## config.mk

```make
export PLATFORM = sky130hd
export DESIGN_NAME = url_host_validator_unit
export DESIGN_NICKNAME = d
export VERILOG_FILES = /design/src/sv/uhv_pkg.sv /design/src/sv/url_host_validator_unit.sv /design/src/sv/uhv_in_reg.sv /design/src/sv/uhv_scan.sv /design/src/sv/uhv_out_reg.sv
export SDC_FILE = /design/constraint.sdc
export NUM_CORES = 1
export LEC_CHECK = 0
export BUFFER_PORTS_ARGS = -buffer_cell sky130_fd_sc_hd__buf_2
export CAP_MARGIN = 10
export CORE_MARGIN = 2
export CORE_UTILIZATION = 40
export CTS_CLUSTER_DIAMETER = 200
export DETAILED_ROUTE_END_ITERATION = 6
export GPL_ROUTABILITY_DRIVEN = 0
export HOLD_SLACK_MARGIN = 0.03
export SETUP_SLACK_MARGIN = 0.1
export SKIP_CTS_REPAIR_TIMING = 1
export SYNTH_ARGS = -nofsm -noshare
export SYNTH_HDL_FRONTEND = slang
export SYNTH_HIERARCHICAL = 1
export SYNTH_SLANG_ARGS = --single-unit
```

## constraint.sdc

```tcl
create_clock -name clk_i -period 8 [get_ports clk_i]
set_input_delay 0.4 -clock clk_i [delete_from_list [all_inputs] [get_ports clk_i]]
set_output_delay 0.4 -clock clk_i [all_outputs]
set_load 0.005 [all_outputs]
```

## src/sv/uhv_pkg.sv

```systemverilog
// ----------------------------------------------------------------------------
// uhv_pkg: shared types and helpers of the URL host validator
// Holds the scan state record, the transfer records between the stages
// and the per-byte update function.
// ----------------------------------------------------------------------------
`default_nettype none

package uhv_pkg;

  localparam logic [7:0] ChColon = 8'h3A;
  localparam logic [7:0] ChSlash = 8'h2F;
  localparam logic [7:0] ChDot   = 8'h2E;
  localparam logic [7:0] ChDash  = 8'h2D;
  localparam logic [7:0] ChSpace = 8'h20;

  localparam logic [1:0] RegionPrefix = 2'd0;
  localparam logic [1:0] RegionHost   = 2'd1;
  localparam logic [1:0] RegionPath   = 2'd2;

  localparam logic [3:0] LocalLen      = 4'd9;
  localparam logic [3:0] LocalMismatch = 4'd15;
  localparam logic [1:0] LabelSat      = 2'd3;
  localparam logic [1:0] LabelMin      = 2'd2;

  typedef struct packed {
    logic [1:0] region;
    logic [1:0] sep_match;
    logic       scheme_found;
    logic       prefix_all_alpha;
    logic       alpha_before_colon;
    logic       host_chars_ok;
    logic       host_nonempty;
    logic       colon_seen;
    logic       dot_seen;
    logic [1:0] label_length;
    logic       label_all_alpha;
    logic [3:0] localhost_index;
    logic       port_all_digits;
  } uhv_state_t;

  typedef struct packed {
    logic [7:0] char_byte;
    logic       is_last;
  } uhv_item_t;

  typedef struct packed {
    logic scheme_absent;
    logic valid_res;
  } uhv_res_t;

  localparam uhv_state_t StateReset = '{
    region:             RegionPrefix,
    sep_match:          2'd0,
    scheme_found:       1'b0,
    prefix_all_alpha:   1'b1,
    alpha_before_colon: 1'b1,
    host_chars_ok:      1'b1,
    host_nonempty:      1'b0,
    colon_seen:         1'b0,
    dot_seen:           1'b0,
    label_length:       2'd0,
    label_all_alpha:    1'b1,
    localhost_index:    4'd0,
    port_all_digits:    1'b1
  };

  function automatic logic uhv_is_alpha(logic [7:0] c);
    logic [7:0] l;
    l = c | 8'h20;
    return (l >= 8'h61) && (l <= 8'h7A);
  endfunction

  function automatic logic uhv_is_digit(logic [7:0] c);
    return (c >= 8'h30) && (c <= 8'h39);
  endfunction

  function automatic logic uhv_is_ws(logic [7:0] c);
    return ((c >= 8'h09) && (c <= 8'h0D)) || (c == ChSpace);
  endfunction

  // Letters of "localhost" by position.
  function automatic logic [7:0] uhv_local_char(logic [3:0] idx);
    logic [7:0] ch;
    unique case (idx)
      4'd0:    ch = 8'h6C;
      4'd1:    ch = 8'h6F;
      4'd2:    ch = 8'h63;
      4'd3:    ch = 8'h61;
      4'd4:    ch = 8'h6C;
      4'd5:    ch = 8'h68;
      4'd6:    ch = 8'h6F;
      4'd7:    ch = 8'h73;
      4'd8:    ch = 8'h74;
      default: ch = 8'h00;
    endcase
    return ch;
  endfunction

  // Applies one byte of trimmed URL text to the scan state.
  function automatic uhv_state_t uhv_feed(uhv_state_t s, logic [7:0] c);
    uhv_state_t n;
    logic       found;
    n     = s;
    found = 1'b0;
    if (!s.scheme_found) begin
      if (c == ChColon) begin
        n.alpha_before_colon = s.prefix_all_alpha;
        n.sep_match          = 2'd1;
      end else if (c == ChSlash) begin
        if (s.sep_match == 2'd2) begin
          found = 1'b1;
        end else begin
          n.sep_match = (s.sep_match == 2'd1) ? 2'd2 : 2'd0;
        end
      end else begin
        n.sep_match = 2'd0;
      end
      n.prefix_all_alpha = s.prefix_all_alpha && uhv_is_alpha(c);
    end
    if (found) begin
      n                  = StateReset;
      n.scheme_found     = 1'b1;
      n.alpha_before_colon = s.alpha_before_colon;
      n.prefix_all_alpha = s.alpha_before_colon;
      n.region           = RegionHost;
    end else if (s.region[1]) begin
      // Path bytes are ignored.
    end else if (c == ChSlash) begin
      n.region = RegionPath;
    end else if (c == ChColon) begin
      if (s.colon_seen) n.host_chars_ok = 1'b0;
      n.colon_seen      = 1'b1;
      n.port_all_digits = 1'b1;
    end else if (s.colon_seen) begin
      if (!uhv_is_digit(c)) n.port_all_digits = 1'b0;
    end else begin
      n.host_nonempty = 1'b1;
      if (!(uhv_is_alpha(c) || uhv_is_digit(c) || c == ChDot || c == ChDash)) begin
        n.host_chars_ok = 1'b0;
      end
      if (c == ChDot) begin
        n.dot_seen        = 1'b1;
        n.label_length    = 2'd0;
        n.label_all_alpha = 1'b1;
      end else begin
        if (s.label_length < LabelSat) n.label_length = s.label_length + 2'd1;
        if (!uhv_is_alpha(c)) n.label_all_alpha = 1'b0;
      end
      if ((s.localhost_index < LocalLen) && (c == uhv_local_char(s.localhost_index))) begin
        n.localhost_index = s.localhost_index + 4'd1;
      end else begin
        n.localhost_index = LocalMismatch;
      end
    end
    return n;
  endfunction

endpackage

`default_nettype wire

```

## src/sv/url_host_validator_unit.sv

```systemverilog
// ----------------------------------------------------------------------------
// url_host_validator_unit: streaming URL host validator
// Checks a URL that arrives one byte per transfer and returns one verdict
// transfer for the byte marked with tlast.
// ----------------------------------------------------------------------------
// The block takes one byte per clock cycle, URL after URL, except while a
// last byte waits for the result register to free up. A byte lands in an
// input register; from there the scan stage folds it into the scheme, host,
// label, localhost and port flags and, for the last byte, forms the verdict
// into the result register, which offers it downstream until it is taken.
// The scan stage reads the byte from the input register and can apply up to
// two characters in one cycle (a collapsed blank run plus the byte that ends
// it), which is what allows the one-byte-per-cycle rate. Leading and trailing
// blanks are trimmed; the scheme is the text before the first "://" and must
// be all letters; the host ends at the first '/' and is split at its first
// ':' into host name and port. Bytes that are not the last produce no output
// transfer and keep flowing while a verdict waits downstream; only a last
// byte waits for the result register to free up.
// ----------------------------------------------------------------------------
`default_nettype none

module url_host_validator_unit (
  input  wire logic       clk_i,
  input  wire logic       rst_ni,
  input  wire logic       s_axis_tvalid,
  output logic            s_axis_tready,
  input  wire logic [7:0] s_axis_tdata,   // [7:0] char_byte
  input  wire logic       s_axis_tlast,   // is_last
  output logic            m_axis_tvalid,
  input  wire logic       m_axis_tready,
  output logic [7:0]      m_axis_tdata    // [0] valid_res, [1] scheme_absent, [7:2] zero
);
  import uhv_pkg::*;

  uhv_item_t in_item, held_item;
  logic      held_valid;
  logic      out_free;
  logic      advance;
  logic      res_valid;
  uhv_res_t  res, out_res;

  assign in_item.char_byte = s_axis_tdata;
  assign in_item.is_last   = s_axis_tlast;

  // A held byte moves on unless it is a last byte and the verdict slot cannot take it.
  assign advance = held_valid && (!held_item.is_last || out_free);

  uhv_in_reg u_in_reg (
    .clk_i   (clk_i),
    .rst_ni  (rst_ni),
    .valid_i (s_axis_tvalid),
    .ready_o (s_axis_tready),
    .item_i  (in_item),
    .valid_o (held_valid),
    .take_i  (advance),
    .item_o  (held_item)
  );

  uhv_scan u_scan (
    .clk_i       (clk_i),
    .rst_ni      (rst_ni),
    .step_i      (advance),
    .item_i      (held_item),
    .res_valid_o (res_valid),
    .res_o       (res)
  );

  uhv_out_reg u_out_reg (
    .clk_i   (clk_i),
    .rst_ni  (rst_ni),
    .load_i  (res_valid),
    .res_i   (res),
    .ready_i (m_axis_tready),
    .valid_o (m_axis_tvalid),
    .free_o  (out_free),
    .res_o   (out_res)
  );

  assign m_axis_tdata = {6'b0, out_res.scheme_absent, out_res.valid_res};

  // With the input register empty the block always takes a new byte.
  assert property (@(posedge clk_i) disable iff (!rst_ni)
    !held_valid |-> s_axis_tready)
    else $error("url_host_validator_unit: input stalled while empty");

endmodule

`default_nettype wire

```

## src/sv/uhv_in_reg.sv

```systemverilog
// ----------------------------------------------------------------------------
// uhv_in_reg: input register
// Captures one byte transfer and holds it until the scan stage takes it.
// ----------------------------------------------------------------------------
`default_nettype none

module uhv_in_reg (
  input  wire logic              clk_i,
  input  wire logic              rst_ni,
  input  wire logic              valid_i,
  output logic                   ready_o,
  input  wire uhv_pkg::uhv_item_t item_i,
  output logic                   valid_o,
  input  wire logic              take_i,
  output uhv_pkg::uhv_item_t     item_o
);
  import uhv_pkg::*;

  logic      valid_q, valid_d;
  uhv_item_t item_q;

  assign ready_o = !valid_q || take_i;
  assign valid_d = (valid_i && ready_o) || (valid_q && !take_i);

  always_ff @(posedge clk_i or negedge rst_ni) begin
    if (!rst_ni) begin
      valid_q <= 1'b0;
    end else begin
      valid_q <= valid_d;
    end
  end

  always_ff @(posedge clk_i) begin
    if (valid_i && ready_o) begin
      item_q <= item_i;
    end
  end

  assign valid_o = valid_q;
  assign item_o  = item_q;

endmodule

`default_nettype wire

```

## src/sv/uhv_scan.sv

```systemverilog
// ----------------------------------------------------------------------------
// uhv_scan: scan state and per-byte checks
// Folds each byte into the scheme, host and port flags and forms the verdict
// at the last byte of a URL.
// ----------------------------------------------------------------------------
`default_nettype none

module uhv_scan (
  input  wire logic               clk_i,
  input  wire logic               rst_ni,
  input  wire logic               step_i,
  input  wire uhv_pkg::uhv_item_t  item_i,
  output logic                    res_valid_o,
  output uhv_pkg::uhv_res_t       res_o
);
  import uhv_pkg::*;

  uhv_state_t state_q, state_d, state_sp, state_ch;
  logic       pending_q, pending_d;
  logic       started_q, started_d;
  logic       ws;
  logic       tld_ok;

  // A whitespace run inside the URL is replayed as one space before the
  // next non-blank byte; trailing blanks never reach the state.
  always_comb begin
    ws       = uhv_is_ws(item_i.char_byte);
    state_sp = pending_q ? uhv_feed(state_q, ChSpace) : state_q;
    state_ch = ws ? state_q : uhv_feed(state_sp, item_i.char_byte);
  end

  always_comb begin
    tld_ok = (state_ch.localhost_index == LocalLen) ||
             (state_ch.dot_seen && (state_ch.label_length >= LabelMin) &&
              state_ch.label_all_alpha);
    res_o.valid_res = state_ch.host_nonempty && state_ch.host_chars_ok && tld_ok &&
                      (!state_ch.scheme_found || state_ch.prefix_all_alpha) &&
                      state_ch.port_all_digits;
    res_o.scheme_absent = !state_ch.scheme_found;
    res_valid_o         = step_i && item_i.is_last;
  end

  always_comb begin
    state_d   = state_q;
    pending_d = pending_q;
    started_d = started_q;
    if (step_i) begin
      if (item_i.is_last) begin
        state_d   = StateReset;
        pending_d = 1'b0;
        started_d = 1'b0;
      end else begin
        state_d   = state_ch;
        pending_d = ws ? (pending_q || started_q) : 1'b0;
        started_d = started_q || !ws;
      end
    end
  end

  always_ff @(posedge clk_i or negedge rst_ni) begin
    if (!rst_ni) begin
      state_q   <= StateReset;
      pending_q <= 1'b0;
      started_q <= 1'b0;
    end else begin
      state_q   <= state_d;
      pending_q <= pending_d;
      started_q <= started_d;
    end
  end

  // A blank can only be pending once some text has been seen.
  assert property (@(posedge clk_i) disable iff (!rst_ni)
    pending_q |-> started_q)
    else $error("uhv_scan: pending blank without started text");

  // The localhost matcher holds a position in the word or the mismatch mark.
  assert property (@(posedge clk_i) disable iff (!rst_ni)
    (state_q.localhost_index <= LocalLen) || (state_q.localhost_index == LocalMismatch))
    else $error("uhv_scan: localhost index out of range");

  // After the last byte all scan state is back at its reset value.
  assert property (@(posedge clk_i) disable iff (!rst_ni)
    res_valid_o |=> (state_q == StateReset) && !started_q)
    else $error("uhv_scan: state not cleared after last byte");

endmodule

`default_nettype wire

```

## src/sv/uhv_out_reg.sv

```systemverilog
// ----------------------------------------------------------------------------
// uhv_out_reg: result register
// Holds one verdict until the downstream side takes it.
// ----------------------------------------------------------------------------
`default_nettype none

module uhv_out_reg (
  input  wire logic              clk_i,
  input  wire logic              rst_ni,
  input  wire logic              load_i,
  input  wire uhv_pkg::uhv_res_t  res_i,
  input  wire logic              ready_i,
  output logic                   valid_o,
  output logic                   free_o,
  output uhv_pkg::uhv_res_t      res_o
);
  import uhv_pkg::*;

  logic     valid_q, valid_d;
  uhv_res_t res_q;

  assign free_o  = !valid_q || ready_i;
  assign valid_d = load_i || (valid_q && !ready_i);

  always_ff @(posedge clk_i or negedge rst_ni) begin
    if (!rst_ni) begin
      valid_q <= 1'b0;
    end else begin
      valid_q <= valid_d;
    end
  end

  always_ff @(posedge clk_i) begin
    if (load_i) begin
      res_q <= res_i;
    end
  end

  assign valid_o = valid_q;
  assign res_o   = res_q;

  // A new verdict never overwrites one that is still waiting.
  assert property (@(posedge clk_i) disable iff (!rst_ni)
    load_i |-> free_o)
    else $error("uhv_out_reg: verdict overwritten");

endmodule

`default_nettype wire
```

==> metrics.csv, run 1 <==
stage;metric;value;unit
outcome;outcome;finished clean;
power_and_ir_drop;PwrDens;220;nW/um^2
finish;fin nets;271;
global_routing;initial antenna violation count;0;
synthesis;Synth area leaders;dfrtp_1 18%, edfxtp_1 14%, dfstp_2 5.7%;
critical_path;r2r startpoint;u_scan/pending_q;
critical_path;CP startpoint kind;flop;
sta;minimum clock period after layout;3.24;ns
routing;Routed wire per std cell;16.4;um
sta;Slew Limit Headroom;0.578;
critical_path;Crit Path Category;flop to flop;
power_and_ir_drop;Sw Pwr;0.188;mW
die;initial core utilization;0.416;
synthesis;Unique masters post-synth;73;
clock_network;Reg clk slew, reported paths;0.07;ns
power_and_ir_drop;Net Sw Frac;0.354;
clock_network;clk sinks;33;
global_routing;total grt overflow;0;
sta;final hold violation count;0;
synthesis;Post-Syn Instances;251;
clock_network;Clock Path Buffers;2;
sta;RSZ-0062 raised after global routing;false;
sta;worst-margin pin slew;0.627;ns
clock_network;CTS tree;done;
power_and_ir_drop;clock group share of total power;0.227;
routing;ANT nets after route;0;
critical_path;CP required;8.09;ns
clock_network;CTS Root Cell;clkbuf_8;
die;Die H;79.9;um
sta;Clock Skew;0.00752;ns
synthesis;Yosys top cell by area;dfrtp_1;
placement;Cell Area, Placed;2330;um^2
finish;share of post-route cells with drive strength above 1;0.184;
finish;# fillers;569;
die;Die Wd;79.9;um
sta;final setup vio count;0;
die;DIE AREA;6390;um^2
routing;DRT Pass-1 Iters;4;
power_and_ir_drop;P_leak;0.929;nW
synthesis;EDFF count, synth;11;
die;I/O pin cnt;23;
routing;Via density;5.92;
sta;period utilization;0.405;
routing;Initial DRC Count;158;
synthesis;most frequent cells after synthesis;22 x nor2_1, 19 x a21oi_1, 18 x o21ai_0;
routing;Detailed Route WL;5.37;mm
routing;# DRC;0;
global_routing;first-pass GRT wire length;8.91;mm
synthesis;#FFs+latches synth;33;
sta;fmax;0.308;GHz
job;Max Cap Violations;0;
critical_path;worst path arrival time;3.34;ns
min_path;Hold WC Path Type;primary input to asynchronous set/reset pin;
power_and_ir_drop;cell-internal power;0.343;mW
finish;Final Util;0.435;
finish;Layout area overhead;4.50;%
synthesis;syn_area_per_cell;9.19;um^2
synthesis;Synth top area share;0.184;
clock_network;H-tree level count;2;
synthesis;Post-Syn Area;2310;um^2
critical_path;crit path max fanout;9;
clock_network;Num CTS Buffers;5;
die;Core Box Area;5540;um^2
finish;final instance area;2410;um^2
global_routing;pin count of the biggest net entering global routing;23;
clock_network;Clock Latency Late Sink;0.28;ns
placement;PortBufs;16;
global_routing;Tot GR Track Use;0.181;
sta;max-slew violation count;0;
routing;Via Count;1942;
power_and_ir_drop;Flop pwr share;0.452;
finish;Ant. Diodes;0;
critical_path;crit path capture type;flop;
power_and_ir_drop;Worst VDD drop;0.115;mV
synthesis;Yosys Warn Count;6;
placement;hpwl dp;3.91;mm
synthesis;main flop type after synthesis;dfrtp_1;
critical_path;Critical Path Start;u_scan/pending_q;
power_and_ir_drop;Comb power frac;0.321;
synthesis;Post-synth ARST share;0.667;
die;std cell rows;27;
global_routing;vias in the first global route;1743;
synthesis;Seq/Total Area, Yosys;0.384;
sta;Setup TNS;0;ns
synthesis;count leader, synth;nor2_1;
logic make-up after synthesis:
group                      share of synthesized area
DFF                                            0.384
buffers and inverters                         0.0933
xor gates and xnor gates                      0.0190
adders and majority gates                     0.0163
AOI/OAI and AO/OA                              0.250
and+or+nand+nor                                0.226
muxes                                        0.00922
other                                        0.00163
stage by stage:
stage	setup WS, ns	power [mW]	std cells	hold WS [ns]
global placement	4.91	0.412	320	0.410
CTS	4.78	0.536	328	0.0930
finish	4.76	0.531	328	0.0741
floorplan	5.04	0.380	256	0.104
detailed placement	4.80	0.412	320	0.407
global route	4.55	0.573	328	0.127
per-layer routing:
metal  track usage  part of all wire  up-vias
met5             0                 0        -
met4        0.0559             0.016        0
met3        0.0441             0.054       10
met2         0.278              0.46       52
met1         0.250              0.47      946
li1              -                 -      934
state kept, by name, indices dropped and copies added (netlist names):
register / count
u_in_reg/item_o: 9
u_out_reg/valid_o: 1
u_scan/state_q: 18
u_scan/pending_q: 1
u_out_reg/res_o: 2
u_in_reg/valid_o: 1
u_scan/started_q: 1
power groups by stage:
stage                     clock (mW)  combinational, mW  sequential (mW)
after CTS                      0.127              0.170            0.240
after floorplan                    0              0.162            0.218
after global routing           0.137              0.190            0.246
final                          0.121              0.170            0.240
after global placement             0              0.170            0.242
after detailed placement           0              0.169            0.243
placed cells by master (no fill, tap or decap), drive strengths merged, types with 3 or more instances in the layout:
cell     netlist  routed
o31ai          3       3
or3            3       3
nor3           6       6
or3b           5       5
a21oi         19      19
edfxtp        11      11
nor2          22      22
inv           10      10
dfrtp         17      17
o21ai         19      19
clkbuf         8       7
o22ai          4       4
buf           17      17
conb           1       6
ha             3       3
nand2         14      14
nor4           5       5
dfstp          5       5
xnor2          5       5
o2bb2ai        4       4
or2b           3       3
or4            4       4
a21o           3       3
nand2b        11      11
a211oi         6       6
and2           4       4
worst paths after layout:
check / slack (ns) / to / cells after the start
setup reg to reg: 4.76 / u_out_reg/res_o[0] / 11
hold reg to reg: 0.48 / u_scan/state_q[5] / 2
max in group asynchronous: 7.56 / u_scan/state_q[12] / 1
setup / recovery: 4.76 / u_out_reg/res_o[0] / 11
min in group clk_i: 0.29 / u_in_reg/item_o[2] / 1
hold / removal: 0.07 / u_scan/state_q[2] / 1
critical path, stage by stage (launching register included):
cell and delay, ns:
dfrtp_1 0.47, nor3b_4 0.21, nor2_1 0.20, inv_1 0.07, ha_1 0.30, nand2b_1 0.08, o221a_2 0.25, o32a_2 0.38
or3_1 0.34, o21ai_1 0.20, nand4_1 0.16, a2111oi_2 0.38
final cells by class:
cell class	count	area, um^2	area share
well taps	72	90.1	0.0374
flip-flops and latches	33	887	0.368
multi-input cells	187	1220	0.508
repair buffers	17	87.6	0.0363
clock inverters	1	5.00	0.00208
clock buffers	7	76.3	0.0317
inverters	11	41.3	0.0171
(Power assumes the default switching activity.)
==> run 2: changes to the inputs <==
Settings changed: ABC_AREA from default to 1.
Clock period 8 ns to 3 ns, I/O delays scaled along.
==> run 2 against run 1 <==
Largest power group is now combinational logic; sequential power grew to 2.6 times the previous value; worst setup slack lost 4.3 ns; critical endpoint unchanged; synthesized cell count grew 18%; sequential share of layout area shrank 2.2 points; die area shrank 2.3%; non-clock buffer count grew 10; cell area grew 6.5%; clock-buffer cell count is the same; largest cell class unchanged; clock power grew to 2.9 times the previous value; critical path type unchanged.
==> metrics.csv, run 2 <==
stage;metric;value;unit
sta;fmax;0.396;GHz
power_and_ir_drop;Overall Power;1.66;mW
placement;pre-CTS setup slack;0.518;ns
clock_network;H-tree level count;2;
die;std cell rows;27;
die;Die Wd;79.0;um
synthesis;Unique masters post-synth;38;
sta;minimum clock period after layout;2.53;ns
synthesis;most frequent cells after synthesis;65 x nand2_1, 38 x inv_1, 28 x nor2_1;
routing;Initial DRC Count;135;
global_routing;total grt overflow;0;
finish;commonest non-fill, non-tap cell in the layout;nand2_1;
routing;Detailed Route WL;5.29;mm
finish;flip-flop count of the largest register after layout;18;
min_path;Hold WC Path Type;primary input to flop;
finish;most frequent cells in the layout;65 x nand2_1, 38 x inv_1, 28 x nor2_1;
routing;DRT Pass-1 Iters;4;
critical_path;Critical Path Start;u_scan/pending_q;
power_and_ir_drop;cell-internal power;0.987;mW
synthesis;count leader, synth;nand2_1;
global_routing;first-pass GRT wire length;8.70;mm
routing;Via density;5.03;
finish;# fillers;547;
global_routing;Tot GR Track Use;0.180;
power_and_ir_drop;Net Sw Frac;0.404;
die;initial core utilization;0.411;
placement;hpwl dp;3.94;mm
routing;Via Count;2010;
finish;Layout area overhead;14.1;%
placement;PortBufs;16;
job;Max Cap Violations;0;
routing;Routed wire per std cell;13.2;um
sta;final hold violation count;0;
finish;multi-input combinational cell area;1140;um^2
critical_path;crit path capture type;flop;
critical_path;worst path arrival time;2.57;ns
synthesis;Yosys top cell by area;dfrtp_1;
finish;Register Area;887;um^2
power_and_ir_drop;Worst VDD drop;0.283;mV
clock_network;Reg clk slew, reported paths;0.07;ns
synthesis;Post-synth ARST share;0.667;
finish;share of post-route cells with drive strength above 1;0.220;
synthesis;Seq/Total Area, Yosys;0.394;
routing;WL met3;229;um
critical_path;Crit Path Category;flop to flop;
synthesis;Yosys Warn Count;6;
sta;PnR worst setup slack;0.473;ns
power_and_ir_drop;P_leak;1.21;nW
clock_network;clk sinks;33;
routing;# DRC;0;
synthesis;Post-Syn Instances;297;
power_and_ir_drop;PwrDens;645;nW/um^2
sta;max-slew violation count;0;
routing;ANT nets after route;0;
die;I/O pin cnt;23;
finish;Final Util;0.469;
finish;fin nets;343;
synthesis;syn_area_per_cell;7.58;um^2
critical_path;r2r startpoint;u_scan/pending_q;
clock_network;Clock Latency Late Sink;0.29;ns
global_routing;vias in the first global route;1826;
sta;worst-margin pin slew;0.526;ns
synthesis;Post-Syn Area;2250;um^2
global_routing;pin count of the biggest net entering global routing;23;
clock_network;Num CTS Buffers;5;
power_and_ir_drop;Sw Pwr;0.669;mW
synthesis;EDFF count, synth;11;
min_path;HP Start;s_axis_tdata[2];
synthesis;Synth top area share;0.189;
outcome;outcome;finished clean;
critical_path;CP startpoint kind;flop;
routing;WL met1;2.47;mm
finish;Biggest register;u_scan/state_q;
sta;RSZ-0062 raised after global routing;false;
sta;Slew Limit Headroom;0.649;
die;Core Box Area;5470;um^2
die;Die H;79.0;um
finish;final instance area;2570;um^2
sta;Setup TNS;0;ns
synthesis;main flop type after synthesis;dfrtp_1;
synthesis;Synth area leaders;dfrtp_1 19%, edfxtp_1 15%, nand2_1 11%;
clock_network;CTS tree;done;
sta;final setup vio count;0;
power_and_ir_drop;Flop pwr share;0.377;
power_and_ir_drop;Comb power frac;0.410;
global_routing;initial antenna violation count;0;
clock_network;CTS Root Cell;clkbuf_8;
sta;Clock Skew;0.00575;ns
critical_path;CP required;3.04;ns
placement;Cell Area, Placed;2390;um^2
die;DIE AREA;6240;um^2
power_and_ir_drop;clock group share of total power;0.213;
routing;top sig layer;met4;
sta;period utilization;0.842;
clock_network;Clock Path Buffers;2;
routing;metal2 WL;2.53;mm
synthesis;#FFs+latches synth;33;
critical_path;crit path max fanout;13;
critical_path;reg2reg setup slack;0.47;ns
finish;Ant. Diodes;0;
run 2: cell count changes after synthesis, moves of 5 or more:
cell | before | now
nand3_1 | 2 | 22
nand2_2 | 0 | 9
nor3_1 | 6 | 1
a211oi_1 | 6 | 1
nand2_1 | 14 | 65
xnor2_1 | 5 | 0
nand2b_1 | 7 | 0
nor2_2 | 0 | 11
nor2_1 | 22 | 28
inv_1 | 10 | 38
inv_2 | 0 | 8
run 2: layer usage:
metal,track usage,vias to the layer above
li1,-,1026
met1,0.244,909
met2,0.288,69
met3,0.0364,6
met4,0.0569,0
met5,0,-
run 2: per-stage QoR:
stage | std cells | hold WS (ns)
3_5_place_dp | 384 | 0.164
3_3_place_gp | 384 | 0.158
4_1_cts | 392 | -0.148
2_1_floorplan | 302 | -0.146
6_report | 400 | 0.0373
5_1_grt | 400 | 0.0342
run 2: path summary, 6_finish.rpt:
| kind | end | cells after the start |
|---|---|---|
| hold / removal | u_in_reg/item_o[3] | 1 |
| min in group asynchronous | u_scan/state_q[16] | 2 |
| setup reg to reg | u_out_reg/res_o[0] | 17 |
| max in group asynchronous | u_scan/state_q[5] | 2 |
| hold reg to reg | u_out_reg/valid_o | 2 |
| setup / recovery | u_out_reg/res_o[0] | 17 |
run 2: cell type report:
cell class,count,share of cell area
inverter,46,0.0673
multi-input combinational,214,0.445
sequential,33,0.346
clock inverter,1,0.00244
timing repair buffer,27,0.0712
tap,72,0.0351
clock buffer,7,0.0336
run 2: power groups by stage:
stage / Sequential, mW / Clock, mW / Combinational [mW]
after CTS: 0.623 / 0.367 / 0.666
after global placement: 0.630 / 0 / 0.656
final: 0.624 / 0.353 / 0.679
after detailed placement: 0.632 / 0 / 0.663
after global routing: 0.631 / 0.388 / 0.774
after floorplan: 0.612 / 0 / 0.540
run 2: cell families (layout without fill, tap and decap cells):
kind of cell             count (synthesis)  count (layout)  share of synthesized area
AO/OA/AOI/OAI                           55              55                      0.147
adder cells (fa/ha/maj)                  3               3                     0.0167
buffers and inverters                   55              81                      0.107
flip-flops                              33              33                      0.394
other                                    1               6                    0.00167
AND/OR/NAND/NOR                        150             150                      0.334
run 2: critical path, cell delays in order (launching register included):
cell and delay (ns):
dfrtp_1 0.47, nand3_4 0.24, nand2_2 0.13, inv_1 0.11, nor2_1 0.06, ha_1 0.18, inv_1 0.08, nand3_1 0.08
nand2_1 0.07, nand2_1 0.06, nor2_2 0.12, nand2_2 0.07, nor2_4 0.13, nand3_1 0.09, a21oi_1 0.18, nor2_1 0.06
nand3_1 0.09, a21oi_2 0.06
